**config.mk**
```make
export PLATFORM = sky130hd
export DESIGN_NAME = interrupt_priority_delivery
export DESIGN_NICKNAME = d
export VERILOG_FILES = /design/src/rtl/ipd_pkg.sv /design/src/rtl/ipd_ctrl.sv /design/src/rtl/ipd_datapath.sv /design/src/rtl/interrupt_priority_delivery.sv
export SDC_FILE = /design/constraint.sdc
export NUM_CORES = 1
export LEC_CHECK = 0
export ABC_AREA = 0
export BUFFER_PORTS_ARGS = -buffer_cell sky130_fd_sc_hd__buf_4
export CORE_MARGIN = 5
export CORE_UTILIZATION = 35
export DETAILED_ROUTE_END_ITERATION = 16
export PLACE_DENSITY_LB_ADDON = 0.3
export RECOVER_POWER = 100
export SLEW_MARGIN = 20
export SYNTH_ARGS = -nofsm -noshare
export SYNTH_HDL_FRONTEND = slang
export SYNTH_SLANG_ARGS = --single-unit
```
**constraint.sdc**
```tcl
create_clock -name aclk -period 10.8 [get_ports aclk]
set_input_delay 0 -clock aclk [delete_from_list [all_inputs] [get_ports aclk]]
set_output_delay 0 -clock aclk [all_outputs]
set_load 0.02 [all_outputs]
```
**src/rtl/ipd_pkg.sv**
```systemverilog
// Shared types and constants for the interrupt priority delivery block.
`default_nettype none

package ipd_pkg;

    // Sizes of the interrupt domain.
    localparam int SRC_COUNT  = 63;
    localparam int HART_COUNT = 4;
    localparam int PRIO_BITS  = 8;

    // Field widths of the stream items.
    localparam int KIND_W   = 3;
    localparam int SRC_W    = 6;
    localparam int HART_W   = 2;
    localparam int LEVEL_W  = 8;
    localparam int S_DATA_W = 24;
    localparam int M_DATA_W = 24;

    // Source table depth, one entry per source number.
    localparam int SRC_DEPTH = 1 << SRC_W;

    // Configuration port.
    localparam int APB_ADDR_W = 3;
    localparam int APB_DATA_W = 32;
    localparam logic REG_DOMAIN_ENABLE = 1'b0;
    localparam logic REG_HART_MASK     = 1'b1;

    // Item kinds.
    typedef enum logic [KIND_W-1:0] {
        KIND_TARGET    = 3'd0,
        KIND_PENDING   = 3'd1,
        KIND_ENABLE    = 3'd2,
        KIND_HART_CTRL = 3'd3,
        KIND_READ_HART = 3'd4
    } ipd_kind_t;

    // One source table entry.
    typedef struct packed {
        logic [HART_W-1:0]  target;
        logic [LEVEL_W-1:0] prio;
        logic               pend;
        logic               en;
    } ipd_entry_t;

    localparam ipd_entry_t ENTRY_RESET = '{target: '0, prio: LEVEL_W'(1), pend: 1'b0, en: 1'b0};

    // Controller states.
    typedef enum logic [2:0] {
        ST_IDLE,
        ST_READ,
        ST_APPLY,
        ST_SCAN,
        ST_DRAIN,
        ST_DONE
    } ipd_state_t;

    // Commands from the controller to the datapath.
    typedef struct packed {
        logic capture;
        logic rd_item;
        logic apply;
        logic scan_rd;
        logic finish;
    } ipd_cmd_t;

    // Status from the datapath to the controller.
    typedef struct packed {
        logic scan_last;
    } ipd_sts_t;

endpackage

`default_nettype wire

```
**src/rtl/ipd_ctrl.sv**
```systemverilog
// Controller state machine that sequences one item through update and scan.
`default_nettype none

module ipd_ctrl (
    input  wire logic              aclk,
    input  wire logic              aresetn,
    input  wire logic              s_tvalid,
    output logic                   s_tready,
    output logic                   m_tvalid,
    input  wire logic              m_tready,
    input  wire ipd_pkg::ipd_sts_t sts,
    output ipd_pkg::ipd_cmd_t      cmd
);
    import ipd_pkg::*;

    ipd_state_t state_reg, state_next;
    logic       m_tvalid_reg, m_tvalid_next;

    // State and output-valid registers.
    always_ff @(posedge aclk) begin
        if (!aresetn) begin
            state_reg    <= ST_IDLE;
            m_tvalid_reg <= 1'b0;
        end else begin
            state_reg    <= state_next;
            m_tvalid_reg <= m_tvalid_next;
        end
    end

    // Next state and commands.
    always_comb begin
        state_next = state_reg;
        cmd        = '0;
        s_tready   = 1'b0;
        case (state_reg)
            ST_IDLE: begin
                s_tready = 1'b1;
                if (s_tvalid) begin
                    cmd.capture = 1'b1;
                    state_next  = ST_READ;
                end
            end
            ST_READ: begin
                cmd.rd_item = 1'b1;
                state_next  = ST_APPLY;
            end
            ST_APPLY: begin
                cmd.apply  = 1'b1;
                state_next = ST_SCAN;
            end
            ST_SCAN: begin
                cmd.scan_rd = 1'b1;
                if (sts.scan_last) begin
                    state_next = ST_DRAIN;
                end
            end
            ST_DRAIN: begin
                state_next = ST_DONE;
            end
            ST_DONE: begin
                // Hand the result over once the output register is free.
                if (!m_tvalid_reg || m_tready) begin
                    cmd.finish = 1'b1;
                    state_next = ST_IDLE;
                end
            end
            default: begin
                state_next = ST_IDLE;
            end
        endcase
    end

    // The output register holds a result until its transfer completes.
    always_comb begin
        m_tvalid_next = m_tvalid_reg;
        if (cmd.finish) begin
            m_tvalid_next = 1'b1;
        end else if (m_tready) begin
            m_tvalid_next = 1'b0;
        end
    end

    assign m_tvalid = m_tvalid_reg;

endmodule

`default_nettype wire

```
**src/rtl/ipd_datapath.sv**
```systemverilog
// Datapath: source table memory, hart registers, priority scan and result register.
`default_nettype none

module ipd_datapath (
    input  wire logic                           aclk,
    input  wire logic                           aresetn,
    input  wire ipd_pkg::ipd_cmd_t              cmd,
    output ipd_pkg::ipd_sts_t                   sts,
    input  wire logic [ipd_pkg::S_DATA_W-1:0]   s_tdata,
    input  wire logic [ipd_pkg::KIND_W-1:0]     s_tuser,
    input  wire logic                           domain_enable,
    input  wire logic [ipd_pkg::HART_COUNT-1:0] hart_mask,
    output logic [ipd_pkg::M_DATA_W-1:0]        m_tdata
);
    import ipd_pkg::*;

    // Captured item.
    logic [KIND_W-1:0]  kind_reg;
    logic [SRC_W-1:0]   src_reg;
    logic [HART_W-1:0]  hart_reg;
    logic [LEVEL_W-1:0] lvl_reg;
    logic               bit_reg;
    logic               dlv_in_reg;
    logic               frc_in_reg;
    logic [HART_W-1:0]  rep_reg, rep_next;

    // Source table and its read port.
    ipd_entry_t             src_mem [SRC_DEPTH];
    logic [SRC_DEPTH-1:0]   src_vld_reg;
    ipd_entry_t             rd_entry_reg;
    logic                   rd_vld_reg;
    logic [SRC_W-1:0]       rd_addr;
    ipd_entry_t             entry;
    ipd_entry_t             wr_entry;
    logic                   src_ok;
    logic                   mem_we;

    // Hart registers.
    logic [LEVEL_W-1:0]    thr_reg      [HART_COUNT];
    logic [HART_COUNT-1:0] dlv_reg;
    logic [HART_COUNT-1:0] frc_reg;
    logic [HART_COUNT-1:0] line_reg;
    logic                  hart_ok;

    // Scan state and running winners.
    logic [SRC_W-1:0]   scan_idx_reg;
    logic [SRC_W-1:0]   eval_idx_reg;
    logic               eval_reg;
    logic [SRC_W-1:0]   top_src_reg  [HART_COUNT];
    logic [LEVEL_W-1:0] top_prio_reg [HART_COUNT];
    logic               win;
    logic [LEVEL_W-1:0] th;
    logic [HART_W-1:0]  eh;

    // Line computation and result.
    logic [HART_COUNT-1:0] new_line;
    logic [HART_COUNT-1:0] changed;
    logic [M_DATA_W-1:0]   out_data_reg;

    // Capture the item fields on the input transfer.
    always_ff @(posedge aclk) begin
        if (cmd.capture) begin
            kind_reg   <= s_tuser;
            src_reg    <= s_tdata[5:0];
            hart_reg   <= s_tdata[7:6];
            lvl_reg    <= s_tdata[15:8];
            bit_reg    <= s_tdata[16];
            dlv_in_reg <= s_tdata[17];
            frc_in_reg <= s_tdata[18];
        end
        rep_reg <= rep_next;
    end

    assign src_ok  = (src_reg != '0) && (32'(src_reg) <= SRC_COUNT);
    assign hart_ok = 32'(hart_reg) < HART_COUNT;

    // Entry as seen through the valid bits: never written reads as reset value.
    assign entry = rd_vld_reg ? rd_entry_reg : ENTRY_RESET;

    // Reported hart: the item's hart, or the addressed source's target.
    always_comb begin
        rep_next = rep_reg;
        if (cmd.capture) begin
            rep_next = s_tdata[7:6];
        end else if (cmd.apply && (kind_reg == KIND_PENDING || kind_reg == KIND_ENABLE)) begin
            rep_next = src_ok ? entry.target : '0;
        end
    end

    // Merged entry for the read-modify-write of the source table.
    always_comb begin
        wr_entry = entry;
        mem_we   = 1'b0;
        case (kind_reg)
            KIND_TARGET: begin
                mem_we          = cmd.apply && src_ok;
                wr_entry.target = hart_reg;
                wr_entry.prio   = (lvl_reg[PRIO_BITS-1:0] == '0) ? LEVEL_W'(1)
                                                                 : LEVEL_W'(lvl_reg[PRIO_BITS-1:0]);
            end
            KIND_PENDING: begin
                mem_we        = cmd.apply && src_ok;
                wr_entry.pend = bit_reg;
            end
            KIND_ENABLE: begin
                mem_we      = cmd.apply && src_ok;
                wr_entry.en = bit_reg;
            end
            default: begin
                mem_we = 1'b0;
            end
        endcase
    end

    assign rd_addr = cmd.rd_item ? src_reg : scan_idx_reg;

    // Source table memory with registered read.
    always_ff @(posedge aclk) begin
        if (mem_we) begin
            src_mem[src_reg] <= wr_entry;
        end
        rd_entry_reg <= src_mem[rd_addr];
        rd_vld_reg   <= src_vld_reg[rd_addr];
    end

    // Written-entry marks, cleared at reset.
    always_ff @(posedge aclk) begin
        if (!aresetn) begin
            src_vld_reg <= '0;
        end else if (mem_we) begin
            src_vld_reg[src_reg] <= 1'b1;
        end
    end

    // Hart control registers and interrupt lines.
    always_ff @(posedge aclk) begin
        if (!aresetn) begin
            for (int h = 0; h < HART_COUNT; h++) begin
                thr_reg[h] <= '0;
            end
            dlv_reg  <= '0;
            frc_reg  <= '0;
            line_reg <= '0;
        end else begin
            if (cmd.apply && kind_reg == KIND_HART_CTRL && hart_ok) begin
                thr_reg[hart_reg] <= LEVEL_W'(lvl_reg[PRIO_BITS-1:0]);
                dlv_reg[hart_reg] <= dlv_in_reg;
                frc_reg[hart_reg] <= frc_in_reg;
            end
            if (cmd.finish) begin
                line_reg <= new_line;
            end
        end
    end

    // Scan index walks sources 1 to SRC_COUNT; each read lands in the cycle after it.
    always_ff @(posedge aclk) begin
        if (!aresetn) begin
            eval_reg <= 1'b0;
        end else begin
            eval_reg <= cmd.scan_rd;
        end
        if (cmd.apply) begin
            scan_idx_reg <= SRC_W'(1);
        end else if (cmd.scan_rd) begin
            scan_idx_reg <= scan_idx_reg + SRC_W'(1);
        end
        eval_idx_reg <= scan_idx_reg;
    end

    assign sts.scan_last = scan_idx_reg == SRC_W'(SRC_COUNT);

    // A scanned source wins its hart when it qualifies and beats the current
    // winner; ascending order keeps the lowest id on a tie.
    always_comb begin
        eh  = entry.target;
        th  = thr_reg[eh];
        win = eval_reg && hart_mask[eh] && entry.pend && entry.en &&
              (th == '0 || entry.prio < th) &&
              (top_src_reg[eh] == '0 || entry.prio < top_prio_reg[eh]);
    end

    always_ff @(posedge aclk) begin
        if (cmd.apply) begin
            for (int h = 0; h < HART_COUNT; h++) begin
                top_src_reg[h]  <= '0;
                top_prio_reg[h] <= '0;
            end
        end else if (win) begin
            top_src_reg[eh]  <= eval_idx_reg;
            top_prio_reg[eh] <= entry.prio;
        end
    end

    // New interrupt lines and the mask of those that change.
    always_comb begin
        for (int h = 0; h < HART_COUNT; h++) begin
            new_line[h] = domain_enable && hart_mask[h] && dlv_reg[h] &&
                          (frc_reg[h] || top_src_reg[h] != '0);
        end
        changed = new_line ^ line_reg;
    end

    // Result register.
    always_ff @(posedge aclk) begin
        if (cmd.finish) begin
            out_data_reg <= {3'b000, changed, new_line[rep_reg],
                             top_prio_reg[rep_reg], top_src_reg[rep_reg], rep_reg};
        end
    end

    assign m_tdata = out_data_reg;

endmodule

`default_nettype wire

```
**src/rtl/interrupt_priority_delivery.sv**
```systemverilog
// Top level: configuration registers, controller and datapath.
// Each item passes READ, APPLY, SCAN, DRAIN and DONE before its result is on m_tvalid.
// One item at a time: s_tready is high only in IDLE, so a new item is taken once the
// last result enters the output register; the scan reads sources 1 to 63 of the table.
// Reset: aresetn is synchronous and active low; it clears the source table
// marks, hart registers, lines and controller, with domain_enable 0 and hart_mask 15.
`default_nettype none

module interrupt_priority_delivery (
    input  wire logic                            aclk,
    input  wire logic                            aresetn,
    // Input stream.
    input  wire logic                            s_tvalid,
    output logic                                 s_tready,
    // source[5:0], hart[7:6], level[15:8], bit_value[16], deliver[17], force_req[18]
    input  wire logic [ipd_pkg::S_DATA_W-1:0]    s_tdata,
    // kind[2:0]
    input  wire logic [ipd_pkg::KIND_W-1:0]      s_tuser,
    // Result stream.
    output logic                                 m_tvalid,
    input  wire logic                            m_tready,
    // report_hart[1:0], top_source[7:2], top_priority[15:8], line_level[16],
    // changed_lines[20:17]
    output logic [ipd_pkg::M_DATA_W-1:0]         m_tdata,
    // Configuration port.
    input  wire logic                            psel,
    input  wire logic                            penable,
    input  wire logic                            pwrite,
    input  wire logic [ipd_pkg::APB_ADDR_W-1:0]  paddr,
    input  wire logic [ipd_pkg::APB_DATA_W-1:0]  pwdata,
    output logic [ipd_pkg::APB_DATA_W-1:0]       prdata,
    output logic                                 pready
);
    import ipd_pkg::*;

    logic                  domain_enable_reg;
    logic [HART_COUNT-1:0] hart_mask_reg;
    logic                  reg_idx;
    logic                  cfg_wr;
    ipd_cmd_t              cmd;
    ipd_sts_t              sts;

    assign pready  = 1'b1;
    assign reg_idx = paddr[2];
    assign cfg_wr  = psel && penable && pwrite;

    // Configuration registers.
    always_ff @(posedge aclk) begin
        if (!aresetn) begin
            domain_enable_reg <= 1'b0;
            hart_mask_reg     <= '1;
        end else if (cfg_wr) begin
            if (reg_idx == REG_DOMAIN_ENABLE) begin
                domain_enable_reg <= pwdata[0];
            end else begin
                hart_mask_reg <= pwdata[HART_COUNT-1:0];
            end
        end
    end

    // Register read data.
    always_comb begin
        if (reg_idx == REG_HART_MASK) begin
            prdata = APB_DATA_W'(hart_mask_reg);
        end else begin
            prdata = APB_DATA_W'(domain_enable_reg);
        end
    end

    ipd_ctrl u_ctrl (
        .aclk     (aclk),
        .aresetn  (aresetn),
        .s_tvalid (s_tvalid),
        .s_tready (s_tready),
        .m_tvalid (m_tvalid),
        .m_tready (m_tready),
        .sts      (sts),
        .cmd      (cmd)
    );

    ipd_datapath u_datapath (
        .aclk          (aclk),
        .aresetn       (aresetn),
        .cmd           (cmd),
        .sts           (sts),
        .s_tdata       (s_tdata),
        .s_tuser       (s_tuser),
        .domain_enable (domain_enable_reg),
        .hart_mask     (hart_mask_reg),
        .m_tdata       (m_tdata)
    );

endmodule

`default_nettype wire

```
After elaboration in Yosys (flattened, before gate mapping)
Memories as Yosys holds them, arrays and structs flattened. A register that Yosys moved wholly into a read port is not among the register bits.
Cells that the tools add are included.
{"block": "classes", "add_sub_neg": 1, "n_mul": 0, "div_mod_pow": 0, "n_lt_le_gt_ge": 9, "eq_ne": 12, "shift": 0, "mux": 57, "n_bitwise": 3, "reduce_logical": 52}
{"cell": "OR 64 bit", "count": 1}
{"cell": "two-way mux 1 bit", "count": 32}
{"cell": "nonzero test 6 bit", "count": 5}
{"cell": "logical AND 1 bit", "count": 24}
{"cell": "two-way mux 8 bit", "count": 3}
{"cell": "one-hot mux 3 bit (6 select lines)", "count": 1}
{"cell": "zero test 8 bit", "count": 2}
{"cell": "less-than comparator 8 bit", "count": 2}
{"cell": "OR reduction 8 bit", "count": 2}
{"cell": "less-than comparator 6 x 7 -> 1 bit (second input constant)", "count": 2}
{"cell": "equality test 3 x 2 -> 1 bit (second input constant)", "count": 4}
{"cell": "two-way mux 12 bit", "count": 1}
{"cell": "two-way mux 2 bit", "count": 6}
{"cell": "two-way mux 6 bit", "count": 2}
{"cell": "two-way mux 10 bit", "count": 1}
{"cell": "less-than comparator 2 x 3 -> 1 bit (second input constant)", "count": 3}
{"cell": "two-way mux 3 bit", "count": 3}
{"cell": "bitwise mux 4 bit", "count": 2}
{"cell": "logical OR 1 bit", "count": 8}
{"cell": "adder 6 x 1 -> 6 bit (second input constant)", "count": 1}
{"cell": "binary-select mux 1 bit (select 6 bit)", "count": 1}
{"cell": "demux 1 bit (select 6 bit)", "count": 1}
{"cell": "equality test 3 x 1 -> 1 bit (second input constant)", "count": 2}
{"cell": "equality test 3 bit (second input constant)", "count": 2}
{"cell": "other kinds (18)", "count": 23}
{"block": "word_totals", "ff_bits": 144, "latch_bits": 0, "ramBits": 856, "romBits": 0, "out_inout_bits": 59, "elab_cells": 159, "memories": 4}
{"name": "u_datapath.src_mem", "words": 64, "width": 12, "rd": 1, "rd_ports_with_merged_regs": 1, "wr": 1, "line_no": "ipd_datapath.sv:28", "rtl": "ipd_entry_t src_mem [SRC_DEPTH];"}
{"name": "u_datapath.thr_reg", "words": 4, "width": 8, "rd": 1, "rd_ports_with_merged_regs": 0, "wr": 4, "line_no": "ipd_datapath.sv:39", "rtl": "logic [LEVEL_W-1:0] thr_reg [HART_COUNT];"}
{"name": "u_datapath.top_prio_reg", "words": 4, "width": 8, "rd": 2, "rd_ports_with_merged_regs": 1, "wr": 4, "line_no": "ipd_datapath.sv:50", "rtl": "logic [LEVEL_W-1:0] top_prio_reg [HART_COUNT];"}
{"name": "u_datapath.top_src_reg", "words": 4, "width": 6, "rd": 6, "rd_ports_with_merged_regs": 1, "wr": 4, "line_no": "ipd_datapath.sv:49", "rtl": "logic [SRC_W-1:0] top_src_reg [HART_COUNT];"}

Longest topological paths before layout
{"block": "depth", "depth_word": 13, "mapped_depth": 15}

Cells and area by module
A second synthesis with hierarchy kept.
{"block": "hier_totals", "hier_cells": 4077, "hier_area_um2": 47126.4}
{"mod": "ipd_datapath", "n_inst": 1, "cells_per_inst": 3987, "area_per_inst_um2": 46378.2, "seq_area_each_um2": 29097.9}
{"mod": "interrupt_priority_delivery", "n_inst": 1, "cells_per_inst": 58, "area_per_inst_um2": 495.5, "seq_area_each_um2": 100.1}
{"mod": "ipd_ctrl", "n_inst": 1, "cells_per_inst": 32, "area_per_inst_um2": 252.7, "seq_area_each_um2": 80.1}

Worst setup path before layout
Ideal clock, no wire load.
{"block": "synth_timing", "path_kind": "register -> register", "from": "register, netlist name u_datapath.rd_entry_reg[10]", "to": "memory u_datapath.top_prio_reg[0][0] (enable)", "arrival_time_ns": 3.811, "required_time_ns": 10.393, "setup_slack_ns": 6.581, "path_stages_with_launch": 13, "n_path_buf": 3, "path_cell_list": "dfxtp_1 -> buf_2 -> buf_1 -> mux2_2 -> o21ai_0 -> ha_1 -> or3_1 -> a21oi_1 -> a311o_1 -> a32o_1 -> nand2_1 -> buf_1 -> o31ai_1"}
{"element": "to (decl)", "line_no": "ipd_datapath.sv:50"}

Worst setup path after layout
{"block": "layout_timing", "from": "register u_ctrl.state_reg[0]", "to": "register, netlist name u_datapath.rd_entry_reg[4]"}
{"block": "layout_via", "elab_chain_len": 3}
{"element": "from (decl)", "line_no": "ipd_ctrl.sv:16", "rtl": "ipd_state_t state_reg, state_next;"}
{"element": "from (signal assigned)", "line_no": "ipd_ctrl.sv:25", "rtl": "state_reg <= state_next;"}
{"element": "equality test 3 x 1 -> 1 bit", "line_no": "ipd_ctrl.sv:35", "rtl": "case (state_reg)"}
{"element": "two-way mux 1 bit", "line_no": "ipd_ctrl.sv:35"}
{"element": "two-way mux 6 bit", "line_no": "ipd_datapath.sv:115", "rtl": "assign rd_addr = cmd.rd_item ? src_reg : scan_idx_reg;"}
No other way between the ends.
A chain may end at the register's enable or synchronous reset.

==> impl_metrics.toml <==
[global_route]
antenna_found_initial = 2
grt_pass1_wl_um = 151800
grt_start_max_net_pins = 131
grt_pass1_vias = 22460
grt-ovfl-total = 0
grt_usage_pct = 16.77

[cts]
clk_root_buffer_cell = "clkbuf_16"
cts_max_path_buffers = 3
cts_buffers = 106
htree_levels = 3
cts_tree = "built"
cts.reportedPaths.clkPinSlew_ns = 0.06
cts_resized = 0
worstSkewPairLatency_ns = 0.69
cts_num_sinks = 1012

[setup_path]
worst-r2r-cell-count = 8
cp.arrival_ns = 7.49
crit_required_ns = 11.27
cp_max_fo = 53
endpoint_kind = "flop"
crit_type = "reg -> reg"
cp-start-kind = "flop"

[floorplanning]
io_pins = 128
die_width_um = 349.7
rows = 124
die_h_um = 349.7
core_um2 = 114500
die_area_um2 = 122300
start_util_pct = 35.27

[final_layout]
final_core_util_pct = 40.48
fin_nets = 2730
design_area_um2 = 46350
syn2layout_area_growth_pct = 14.77
drive_gt1_share_pct = 9.927
largest_reg_flops = 768
fin_cells = 4253
fillerInstances = 10390

[sta]
clock.fmax_mhz = 142.6
fin_crit_ns = 7.013
rsz0062_at_grt = "false"
setup_viol = 0
finClkSkew_ns = 0.03352
slew_violations = 1016
slew-limit-headroom_pct = -151.8
worst_slew_pin_slew_ns = 3.777
finalHoldViolations = 0
tns_ns = 0
finalCritPeriodShare_pct = 64.94
final.setup.worst_slack_ns = 3.787

[power]
p_clk_share_pct = 38.9
p_int_uw = 7141
switchingPower_uw = 2476
swShare_pct = 25.74
irDropWorstVdd_mv = 0.1843
p_leak_uw = 0.01494
p_per_area_nw_per_um2 = 207.5
p_comb_share_pct = 15.5
seqPwrFrac_pct = 45.6

[place]
hpwl_um = 63000
gp_congestion = 0.8367
dp.cells = 4009
io_buffers = 60
post_dp_cell_area_um2 = 42810
pre_cts_ws_ns = 5.632

[synthesis]
syn_area_um2 = 40380
netlist.area_leader.share_pct = 67.00
synth_most_common_cell = "edfxtp_1"
synth_cell_types = 72
yosys_warnings = 0
yosys-top-cells-count = "edfxtp_1, mux2i_1, o22ai_1, dfxtp_1, nor2_1"
netlist_instances = 2501
yosys.area.top_type = "edfxtp_1"
synthTopCellsByArea = "edfxtp_1, mux2i_1, dfxtp_1"
synth_flop_cell = "edfxtp_1"
synth_edf_count = 901
async_flop_share_pct = 0
seq_area_frac_synth_pct = 72.50
ys_seq_elements = 1012
avgSynthCellArea_um2 = 16.15

[route]
drc = 0
drtIter0Drc = 2051
vias = 22920
ant_nets = 0
wl_um = 105500
wire_per_inst_um = 24.81
firstDrtPassIters = 6
via_per_inst = 5.389

[outcome]
status = "finished with violations"
violations = "capacitance limit, slew limit"

[worst_hold_path]
holdPathStages = 2
min-delay-path-class = "in -> reg"

[run]
max_cap_violations = 19
metal layers:
| layer | wire [um] | part of all wire, % | track usage, % |
|---|---|---|---|
| met3 | 7270 | 6.9 | 2.725 |
| met1 | 44540 | 42 | 22.89 |
| met2 | 50630 | 48 | 27.67 |
| met4 | 3064 | 2.9 | 5.282 |
| met5 | 13 | 0.012 | 0 |
power groups by stage:
stage               clock [uW]  sequential, uW  combinational [uW]
CTS                       3810            4380                1480
finish                    3740            4390                1490
global placement             0            4460                1440
floorplan                    0            4420                1090
global route              3990            4390                1560
detailed placement           0            4460                1470
critical path, stage by stage (launching register included):
cell	delay, ns
dfxtp_1	0.55
nor3b_1	1.27
mux2i_4	0.44
clkbuf_1	1.71
buf_4	0.94
mux2i_1	0.26
o22ai_1	0.15
o41ai_1	1.09
nand4_1	0.28
path summary, 6_finish.rpt:
path / endpoint / from / slack (ns)
max reg2reg: u_datapath.rd_entry_reg[4] / u_ctrl.state_reg[0] / 3.79
min: u_datapath.lvl_reg[2] / s_tdata[10] / 0.07
min reg2reg: u_datapath.src_vld_reg[53] / u_datapath.src_vld_reg[53] / 0.46
max: u_datapath.rd_entry_reg[4] / u_ctrl.state_reg[0] / 3.79
what timing repair did:
item                       in CTS  in global routing
setup buffers                   0                  0
setup endpoints to repair       0                  0
hold buffers                   41                  0
hold endpoints to repair       50                  0
cells by family after synthesis:
family | Yosys count | share of synthesized area, %
flip-flops | 1012 | 72.50
multiplexers | 468 | 12.15
AO/OA/AOI/OAI | 413 | 7.092
AND/OR/NAND/NOR | 384 | 5.094
buffers and inverters | 198 | 2.482
adder cells (fa/ha/maj) | 15 | 0.4648
XOR/XNOR | 9 | 0.1952
other | 2 | 0.01860
metrics by stage:
step	total power [uW]	hold WS [ns]
final	9617	0.06787
after global routing	9939	0.04626
after CTS	9674	0.008529
after detailed placement	5929	0.1800
after global placement	5902	0.1814
after floorplan	5510	0.09887
final cells by class:
cell class | count | area (um^2) | area share (%)
clock buffers | 164 | 3206 | 6.917
clock inverters | 38 | 491.7 | 1.061
flip-flops and latches | 1012 | 29280 | 63.17
multi-input cells | 1333 | 10300 | 22.22
inverters | 17 | 63.81 | 0.1377
well taps | 1512 | 1892 | 4.082
diodes | 1 | 2.502 | 0.005399
repair buffers | 176 | 1114 | 2.403
cell usage in the layout (no fill, tap or decap), types with 8 or more instances in the layout:
cell,count
buf_4,34
clkbuf_4,14
nor2_1,100
inv_1,16
dfxtp_1,111
nor4b_1,19
clkinv_2,13
edfxtp_1,901
conb_1,44
dlygate4sd3_1,41
o21ai_0,22
nand4_1,17
mux2i_1,435
o22ai_1,210
nand2b_1,10
and3_1,11
clkbuf_1,115
bufinv_16,8
ha_1,15
a21oi_1,12
clkbuf_16,110
mux2_2,11
mux4_2,16
nor4_1,39
nand2_1,85
and2_0,23
o21a_1,63
o41ai_1,52
nand3_1,24
nor3_1,18
clkbuf_8,25
xor2_1,8
o21ai_4,9
(Power assumes the default switching activity.)
